--- src/hdl/bvm_pkg.sv ---
package bvm_pkg;

  localparam int MEM_BYTES = 4096;
  localparam int MEM_AW    = 12;
  localparam int STACK_DEPTH_DEF = 16;
  localparam int FONT_LEN  = 80;
  localparam logic [7:0]  TIMER_DIV_RST = 8'd8;
  localparam logic [11:0] START_PC = 12'h200;

  // request kinds
  localparam logic [1:0] REQ_LOAD = 2'd0;
  localparam logic [1:0] REQ_STEP = 2'd1;
  localparam logic [1:0] REQ_READ = 2'd2;

  // fault codes
  localparam logic [1:0] FLT_NONE    = 2'd0;
  localparam logic [1:0] FLT_BAD_OP  = 2'd1;
  localparam logic [1:0] FLT_KEYWAIT = 2'd2;

  // flag register index
  localparam logic [3:0] REG_VF = 4'hF;

  // opcode groups (high nibble)
  localparam logic [3:0] OP_SYS  = 4'h0;
  localparam logic [3:0] OP_JP   = 4'h1;
  localparam logic [3:0] OP_CALL = 4'h2;
  localparam logic [3:0] OP_SEI  = 4'h3;
  localparam logic [3:0] OP_SNEI = 4'h4;
  localparam logic [3:0] OP_SER  = 4'h5;
  localparam logic [3:0] OP_LDI  = 4'h6;
  localparam logic [3:0] OP_ADDI = 4'h7;
  localparam logic [3:0] OP_ALU  = 4'h8;
  localparam logic [3:0] OP_SNER = 4'h9;
  localparam logic [3:0] OP_LDIX = 4'hA;
  localparam logic [3:0] OP_JPV0 = 4'hB;
  localparam logic [3:0] OP_RND  = 4'hC;
  localparam logic [3:0] OP_DRW  = 4'hD;
  localparam logic [3:0] OP_KEY  = 4'hE;
  localparam logic [3:0] OP_MISC = 4'hF;

  // low byte sub-codes
  localparam logic [7:0] SUB_CLS  = 8'hE0;
  localparam logic [7:0] SUB_RET  = 8'hEE;
  localparam logic [7:0] SUB_SKP  = 8'h9E;
  localparam logic [7:0] SUB_SKNP = 8'hA1;
  localparam logic [7:0] SUB_GDT  = 8'h07;
  localparam logic [7:0] SUB_WKEY = 8'h0A;
  localparam logic [7:0] SUB_SDT  = 8'h15;
  localparam logic [7:0] SUB_SST  = 8'h18;
  localparam logic [7:0] SUB_ADDX = 8'h1E;
  localparam logic [7:0] SUB_FONT = 8'h29;
  localparam logic [7:0] SUB_BCD  = 8'h33;
  localparam logic [7:0] SUB_STR  = 8'h55;
  localparam logic [7:0] SUB_LDR  = 8'h65;

  // 8xyN function codes
  localparam logic [3:0] FN_MOV  = 4'h0;
  localparam logic [3:0] FN_OR   = 4'h1;
  localparam logic [3:0] FN_AND  = 4'h2;
  localparam logic [3:0] FN_XOR  = 4'h3;
  localparam logic [3:0] FN_ADD  = 4'h4;
  localparam logic [3:0] FN_SUB  = 4'h5;
  localparam logic [3:0] FN_SHR  = 4'h6;
  localparam logic [3:0] FN_SUBN = 4'h7;
  localparam logic [3:0] FN_SHL  = 4'hE;

  typedef enum logic [3:0] {
    ALU_PASS_B, ALU_OR, ALU_AND, ALU_XOR, ALU_ADD,
    ALU_SUB, ALU_SUBN, ALU_SHR, ALU_SHL
  } alu_op_t;

  typedef struct packed {
    alu_op_t    op;
    logic [7:0] a;
    logic [7:0] b;
  } alu_req_t;

  typedef struct packed {
    logic [7:0] res;
    logic       flag;
    logic       eq;
  } alu_res_t;

  localparam logic [7:0] FONT [FONT_LEN] = '{
    8'hf0, 8'h90, 8'h90, 8'h90, 8'hf0, 8'h20, 8'h60, 8'h20, 8'h20, 8'h70,
    8'hf0, 8'h10, 8'hf0, 8'h80, 8'hf0, 8'hf0, 8'h10, 8'hf0, 8'h10, 8'hf0,
    8'h90, 8'h90, 8'hf0, 8'h10, 8'h10, 8'hf0, 8'h80, 8'hf0, 8'h10, 8'hf0,
    8'hf0, 8'h80, 8'hf0, 8'h90, 8'hf0, 8'hf0, 8'h10, 8'h20, 8'h40, 8'h40,
    8'hf0, 8'h90, 8'hf0, 8'h90, 8'hf0, 8'hf0, 8'h90, 8'hf0, 8'h10, 8'hf0,
    8'hf0, 8'h90, 8'hf0, 8'h90, 8'h90, 8'he0, 8'h90, 8'he0, 8'h90, 8'he0,
    8'hf0, 8'h80, 8'h80, 8'h80, 8'hf0, 8'he0, 8'h90, 8'h90, 8'h90, 8'he0,
    8'hf0, 8'h80, 8'hf0, 8'h80, 8'hf0, 8'hf0, 8'h80, 8'hf0, 8'h80, 8'h80
  };

endpackage

--- src/hdl/bvm_alu.sv ---
module bvm_alu
  import bvm_pkg::*;
(
  input  alu_req_t req,
  output alu_res_t rsp
);

  logic [8:0] sum;
  assign sum = {1'b0, req.a} + {1'b0, req.b};

  always_comb begin
    rsp.eq   = (req.a == req.b);
    rsp.flag = 1'b0;
    rsp.res  = req.b;
    case (req.op)
      ALU_PASS_B: rsp.res = req.b;
      ALU_OR:     rsp.res = req.a | req.b;
      ALU_AND:    rsp.res = req.a & req.b;
      ALU_XOR:    rsp.res = req.a ^ req.b;
      ALU_ADD: begin
        rsp.res  = sum[7:0];
        rsp.flag = sum[8];
      end
      ALU_SUB: begin
        rsp.res  = req.a - req.b;
        rsp.flag = (req.a >= req.b);
      end
      ALU_SUBN: begin
        rsp.res  = req.b - req.a;
        rsp.flag = (req.b >= req.a);
      end
      ALU_SHR: begin
        rsp.res  = {1'b0, req.a[7:1]};
        rsp.flag = req.a[0];
      end
      ALU_SHL: begin
        rsp.res  = {req.a[6:0], 1'b0};
        rsp.flag = req.a[7];
      end
      default: rsp.res = req.b;
    endcase
  end

endmodule

--- config.mk ---
export PLATFORM = sky130hd
export DESIGN_NAME = bvm_alu
export DESIGN_NICKNAME = d
export VERILOG_FILES = /design/src/hdl/bvm_pkg.sv /design/src/hdl/bvm_alu.sv
export SDC_FILE = /design/constraint.sdc
export NUM_CORES = 1
export LEC_CHECK = 0
export ABC_AREA = 0
export CAP_MARGIN = 40
export CELL_PAD_IN_SITES_DETAIL_PLACEMENT = 0
export CELL_PAD_IN_SITES_GLOBAL_PLACEMENT = 1
export CORE_MARGIN = 1
export CORE_UTILIZATION = 45
export DETAILED_ROUTE_END_ITERATION = 8
export DONT_BUFFER_PORTS = 1
export GPL_TIMING_DRIVEN = 0
export PLACE_DENSITY = 0.81
export SYNTH_ARGS = -nofsm -noshare
export SYNTH_HDL_FRONTEND = slang
export SYNTH_SLANG_ARGS = --single-unit
--- constraint.sdc ---
create_clock -name vclk -period 4.65
set_clock_uncertainty 0.2 [all_clocks]
set_input_delay 0.93 -clock vclk [all_inputs]
set_output_delay 0.93 -clock vclk [all_outputs]
set_load 0.02 [all_outputs]
==> results of run 1 <==
placed cells by master, fill, tap and decap left out, types with 3 or more instances in the layout:
master	n
ha_1	34
inv_1	30
a21oi_1	22
nor3_1	17
nand2_1	15
nor2_1	15
o21ai_0	13
a31oi_1	8
clkbuf_1	7
nand2b_1	7
mux2i_1	6
o22ai_1	6
o211ai_1	5
or3_1	4
buf_4	4
a211oi_1	4
xnor2_1	4
o21a_1	4
a221oi_1	4
nor2b_1	3
a211o_1	3
o32a_1	3
o21ai_1	3
fa_1	3
cell families (layout without fill, tap and decap cells):
logic type                 after synthesis  count (layout)  synth area share
AOI/OAI and AO/OA                       95              95             0.355
xor gates and xnor gates                 4               4            0.0188
adders and majority gates               37              37             0.261
buffers and inverters                   47              47             0.106
muxes                                    9               9            0.0626
and+or+nand+nor                         72              72             0.196
routing by layer:
layer,global-route usage,part of all wire
met1,0.371,0.44
met2,0.503,0.48
met3,0.0172,0.060
met4,0.0559,0.012
met5,0,0
layout make-up:
type	count	area, sq um
buffer	15	77.6
fill	426	2050
inverter	32	120
multi-input combinational	217	1660
tap	50	62.6
through the flow:
stage / area [sq um] / hold slack (ns) / worst slack [ns] / instances / utilization
CTS: 1920 / 1.85 / 0.295 / 314 / 0.484
global route: 1920 / 1.87 / 0.191 / 314 / 0.484
finish: 1920 / 1.86 / 0.285 / 314 / 0.484
floorplan: 1860 / 1.84 / 0.536 / 264 / -
detailed placement: 1920 / 1.85 / 0.308 / 314 / 0.484
global placement: 1920 / 1.85 / 0.289 / 314 / 0.484
power groups by stage:
stage	sequential [W]	clock (W)	combinational [W]
detailed placement	0	0	0.000212
CTS	0	0	0.000213
finish	0	0	0.000216
global placement	0	0	0.000212
floorplan	0	0	0.000167
global route	0	0	0.000237
worst paths after layout:
check,slack (ns),from,end
worst max-delay path,0.28,req[10],rsp[1]
worst min-delay path,1.86,req[7],rsp[9]
==> impl_metrics.tcl, run 1 <==
set metrics [dict create \
    outcome "completed" \
    setup_viol 0 \
    synth_top_area_share 0.229 \
    pin_count 30 \
    worstPathCellList "inv_1 -> ha_1 -> buf_4 -> or3_1 -> nor3_1 -> nor2_1 -> o21ai_0 -> a21oi_1 -> o211ai_1" \
    n_sequential_cell 0 \
    critPathRequiredTime_ns 3.52 \
    ir_drop_mv 0.0486 \
    p_total_w 0.000216 \
    yosysWarnings 0 \
    synth_cells 264 \
    slew_headroom 0.500 \
    synthMostInstantiatedCell "ha_1" \
    p_sw_frac 0.622 \
    startpoint_type "input pin" \
    yosysTopAreaCell "ha_1" \
    drv_slew 0 \
    start_util 0.468 \
    p_leak_nw 0.824 \
    post-route-drc-count 0 \
    regArea_sq_um 0 \
    grtUsageTotal 0.283 \
    cp.arrival_ns 3.24 \
    grt_first_pass_wirelength_mm 9.56 \
    crit_family "simple AND/OR/NAND/NOR gates" \
    synth-seq-area-share 0 \
    cpMaxStageDelayCell "nor3_1" \
    grt_max_degree 11 \
    cts_resized 0 \
    maxCapViolCount 0 \
    synthesis.area_sq_um 1860 \
    sequentialPowerShare 0 \
    fp.coreArea_sq_um 3970 \
    routabilityCongestion 0.923 \
    switchingPower_w 0.000134 \
    avgSynthCellArea_sq_um 7.04 \
    nets 323 \
    path_depth 9 \
    synth_commonest_cells "ha_1, inv_1, a21oi_1" \
    tightest_slew_ns 0.744 \
    wirelength_mm 6.07 \
    period_needed_ns 4.37 \
    drt_iter0_drc 181 \
    cp_max_fo 10 \
    post_cts_buffers 0 \
    num_antenna_cells 0 \
    powerDensity_nw_per_um2 112 \
    min_path_cells 2 \
    synth_area_leaders "ha_1, inv_1, a21oi_1" \
    syn_nets 321 \
    vias_per_cell 6.30 \
    crit_type "in2out" \
    chipWidth_microns 66.3 \
    routedWlPerCell_microns 19.3 \
    grt_pass1_vias 1898 \
    area_delta_synth_final_pct 3.36 \
    io_buffers 0 \
    internal_power_w 0.0000816 \
    cp_num_buf_inv 2 \
    row_count 23 \
    layout-drive-gt1-share 0.0720 \
    yosysUniqueCellTypes 55 \
    place.detailed.hpwl_mm 4.88 \
    rsz0062_at_grt "no" \
    pwr-share-comb 1.000 \
    fin_crit_sh 0.939 \
    die_h_microns 66.3 \
    grt-ovfl-total 0 \
    antenna_left 0 \
    critPathCaptureType "output pin" \
    fin_setup_tns_ns 0 \
    postCtsHoldBufs 0 \
    die-area_sq_um 4390 \
    clkbuf_count 0 \
    num_vias 1977 \
    min_path_type "in2out" \
    hold_viol_final 0 \
    max_freq_mhz 229 \
    critPathMaxStageDelay_ns 0.60 \
    dr.pass1.iters 5 \
    clock_power_share 0 \
    antenna_found_initial 0 \
]
Power figures use the tool's default switching activity.
==> inputs of run 2 (changes only) <==
--- a/config.mk
+++ b/config.mk
@@ -9,6 +9,7 @@
 export CAP_MARGIN = 40
 export CELL_PAD_IN_SITES_DETAIL_PLACEMENT = 0
 export CELL_PAD_IN_SITES_GLOBAL_PLACEMENT = 1
+export CORE_ASPECT_RATIO = 0.6
 export CORE_MARGIN = 1
 export CORE_UTILIZATION = 45
 export DETAILED_ROUTE_END_ITERATION = 8
==> constraint.sdc (replaced) <==
create_clock -name vclk -period 4.65
set_clock_uncertainty 0.2 [all_clocks]
set_input_delay 0.465 -clock vclk [all_inputs]
set_output_delay 0.465 -clock vclk [all_outputs]
set_load 0.02 [all_outputs]
==> run 2 against run 1 <==
Effect of this change: die area up 0.19%; cell count down 0.96%; sequential cell count unchanged.
==> impl_metrics.tcl, run 2 (synthesis results as in run 1) <==
set metrics [dict create \
    rsz0062_at_grt "no" \
    period_needed_ns 3.46 \
    antenna_left 0 \
    final_cell_mix "ha_1, inv_1, a21oi_1" \
    tightest_slew_ns 0.726 \
    cp.arrival_ns 2.80 \
    cts_resized 0 \
    outcome "completed" \
    num_antenna_cells 0 \
    crit_family "simple AND/OR/NAND/NOR gates" \
    grt-ovfl-total 0 \
    die_h_microns 51.8 \
    layout-drive-gt1-share 0.0720 \
    critPathMaxStageDelay_ns 0.63 \
    routedWlPerCell_microns 20.4 \
    setup_slack_ns 1.19 \
    fp.coreArea_sq_um 3810 \
    startpoint_type "input pin" \
    worstPathCellList "inv_1 -> ha_1 -> or4_1 -> nor3_1 -> nor2_1 -> o21ai_0 -> a21oi_1 -> o211ai_1" \
    cpMaxStageDelayCell "nor3_1" \
    routed.top_layer "met3" \
    p_leak_nw 0.824 \
    num_vias 2075 \
    pin_count 30 \
    place.detailed.hpwl_mm 5.13 \
    crit_type "in2out" \
    n_sequential_cell 0 \
    powerDensity_nw_per_um2 115 \
    grt_max_degree 11 \
    wirelength_mm 6.35 \
    post_cts_buffers 0 \
    min_path_type "in2out" \
    fin_crit_sh 0.745 \
    setup_viol 0 \
    wl_met1_mm 3.17 \
    routabilityCongestion 0.960 \
    cp_max_fo 6 \
    p_total_w 0.000221 \
    dp_slack_ns 1.23 \
    slew_headroom 0.512 \
    clkbuf_count 0 \
    max_freq_mhz 289 \
    dr.pass1.iters 5 \
    critPathRequiredTime_ns 3.98 \
    post-route-drc-count 0 \
    start_util 0.488 \
    nets 323 \
    grt_pass1_vias 1827 \
    ir_drop_mv 0.0538 \
    cp_num_buf_inv 1 \
    regArea_sq_um 0 \
    critPathCaptureType "output pin" \
    drv_slew 0 \
    antenna_found_initial 0 \
    drt_iter0_drc 236 \
    vias_per_cell 6.67 \
    wl_met3_microns 840 \
    chipWidth_microns 85.0 \
    grtUsageTotal 0.289 \
    io_buffers 0 \
    hold_viol_final 0 \
    die-area_sq_um 4400 \
    fin_setup_tns_ns 0 \
    area_delta_synth_final_pct 3.16 \
    wl_met2_mm 2.34 \
    fillerInstances 391 \
    final_common_cell "ha_1" \
    grt_first_pass_wirelength_mm 9.76 \
    postCtsHoldBufs 0 \
    row_count 17 \
    maxCapViolCount 0 \
]
[run 2: metal layers]
layer,track usage,vias to the layer above
met5,0,-
met4,0.0198,0
met3,0.0556,0
met2,0.384,137
met1,0.473,971
li1,-,967
[run 2: stage by stage]
step / cells / util / hold WS [ns] / instance area (sq um)
2_1_floorplan: 264 / - / 0.909 / 1860
3_3_place_gp: 311 / 0.504 / 0.915 / 1920
3_5_place_dp: 311 / 0.504 / 0.917 / 1920
4_1_cts: 311 / 0.504 / 0.917 / 1920
5_1_grt: 311 / 0.504 / 0.924 / 1920
6_report: 311 / 0.504 / 0.916 / 1920
[run 2: power breakdown]
group | switching [W] | leakage (nW) | internal, W
combinational | 0.000139 | 0.824 | 0.0000817
clock | 0 | 0 | 0
sequential | 0 | 0 | 0
[run 2: path summary, 6_finish.rpt]
kind,from,to,slack [ns],cells past startpoint
worst max-delay path,req[4],rsp[1],1.19,8
worst min-delay path,req[7],rsp[9],0.92,2
[run 2: layout make-up]
cell class | count | area (sq um) | area share
multi-input combinational | 217 | 1660 | 0.866
buffer | 15 | 77.6 | 0.0404
tap | 47 | 58.8 | 0.0307
inverter | 32 | 120 | 0.0626
==> inputs of run 3 (changes only) <==
--- a/config.mk
+++ b/config.mk
@@ -15,7 +15,7 @@
 export DETAILED_ROUTE_END_ITERATION = 8
 export DONT_BUFFER_PORTS = 1
 export GPL_TIMING_DRIVEN = 0
-export PLACE_DENSITY = 0.81
+export PLACE_DENSITY = 0.84
 export SYNTH_ARGS = -nofsm -noshare
 export SYNTH_HDL_FRONTEND = slang
 export SYNTH_SLANG_ARGS = --single-unit
==> constraint.sdc (replaced) <==
create_clock -name vclk -period 2.9
set_clock_uncertainty 0.2 [all_clocks]
set_input_delay 0.29 -clock vclk [all_inputs]
set_output_delay 0.29 -clock vclk [all_outputs]
set_load 0.02 [all_outputs]
==> run 3 against run 2 <==
Effect of this change: non-clock buffer count did not move; die area did not move; sequential share of layout area did not move; via count fell by 0.63%; first-iteration DRC count rose by 59%; sequential cell count did not move; total power rose by 67%; clock-buffer cell count did not move; worst setup slack got worse by 1.1 ns; critical path type unchanged; highest routed layer is now met4.
==> impl_metrics.tcl, run 3 (synthesis results as in run 1) <==
set metrics [dict create \
    outcome "completed" \
    holdWs_ns 0.614 \
    final_cell_mix "ha_1, inv_1, a21oi_1" \
    max_freq_mhz 357 \
    nets 323 \
    dp_slack_ns -0.153 \
    grt_max_degree 11 \
    row_count 17 \
    antenna_found_initial 0 \
    fin_crit_sh 0.966 \
    min_from "req[6]" \
    io_buffers 0 \
    cp_common_cell "a221oi_2" \
    cp.arrival_ns 2.31 \
    layout-drive-gt1-share 0.114 \
    grt_first_pass_wirelength_mm 9.76 \
    chipWidth_microns 85.0 \
    grt-ovfl-total 0 \
    cp_num_buf_inv 1 \
    antenna_left 0 \
    n_sequential_cell 0 \
    p_total_w 0.000369 \
    period_needed_ns 2.80 \
    num_vias 2062 \
    die_h_microns 51.8 \
    pin_count 30 \
    drt_iter0_drc 375 \
    worstPathCellList "inv_1 -> ha_1 -> fa_1 -> o21ba_1 -> o21ai_2 -> a221oi_2 -> a221oi_2 -> a21oi_1 -> o32a_1" \
    post_cts_buffers 0 \
    critPathMaxStageDelay_ns 0.46 \
    setup_viol 0 \
    fp.coreArea_sq_um 3810 \
    holdPathEnd "rsp[8]" \
    critPathLaunch "req[0]" \
    crit_type "in2out" \
    wirelength_mm 6.25 \
    maxCapViolCount 0 \
    start_util 0.488 \
    p_leak_nw 0.838 \
    postCtsHoldBufs 0 \
    grtUsageTotal 0.286 \
    min_path_type "in2out" \
    tightest_slew_ns 0.751 \
    final_common_cell "ha_1" \
    grt_pass1_vias 1870 \
    drv_slew 0 \
    powerDensity_nw_per_um2 185 \
    regArea_sq_um 0 \
    crit_family "compound AO/OA/AOI/OAI gates" \
    min_path_cells 1 \
    vias_per_cell 6.63 \
    ir_drop_mv 0.0922 \
    hold_viol_final 0 \
    slew_headroom 0.496 \
    cpMaxStageDelayCell "o32a_1" \
    post-route-drc-count 0 \
    routedWlPerCell_microns 20.1 \
    critPathRequiredTime_ns 2.41 \
    area_delta_synth_final_pct 7.07 \
    num_antenna_cells 0 \
    dr.pass1.iters 5 \
    place.detailed.hpwl_mm 5.03 \
    routabilityCongestion 0.955 \
    die-area_sq_um 4400 \
    cp_max_fo 4 \
    setup_slack_ns 0.0973 \
    startpoint_type "input pin" \
    critPathCaptureType "output pin" \
    clkbuf_count 0 \
]
==> run 3: cell types whose count changed in the layout (fill, tap and decap cells not counted), sizes merged <==
cell      previous run  this run
clkinvlp             0         1
inv                 32        31
==> run 3: how the worst max path moves through the flow <==
stage	end	slack, ns	cells after the start
floorplan	rsp[1]	0.07	8
global placement	rsp[1]	-0.21	8
detailed placement	rsp[1]	-0.15	8
CTS	rsp[9]	0.02	8
global route	rsp[8]	-0.01	8
finish	rsp[8]	0.1	9
==> run 3: metal layers <==
metal / wire (microns) / vias up / global-route usage
met2: 2330 / 132 / 0.405
met4: 19 / 0 / 0.00565
met3: 854 / 4 / 0.0841
met1: 3050 / 960 / 0.440
li1: - / 966 / -
met5: 0 / - / 0
==> run 3: layout make-up <==
class              instances  area [sq um]
inverters                 32           124
plain buffers             15          78.8
fillers                  372          1820
multi-input cells        217          1730
well taps                 47          58.8
==> run 3: what timing repair did <==
item,in CTS,in global routing
gates resized for setup,2,13
pin swaps,0,6
setup endpoints to repair,2,3
==> run 3: where the power goes <==
group          leakage (nW)  total [W]  internal [W]  switching [W]
clock network             0          0             0              0
logic                 0.838   0.000369      0.000138       0.000230
registers                 0          0             0              0
==> run 3: through the flow <==
step	util	instances	setup TNS, ns	instance area [sq um]
finish	0.523	311	0	1990
global route	0.523	311	-0.0112	1990
CTS	0.507	311	0	1930
detailed placement	0.504	311	-0.211	1920
global placement	0.504	311	-0.286	1920
floorplan	-	264	0	1860
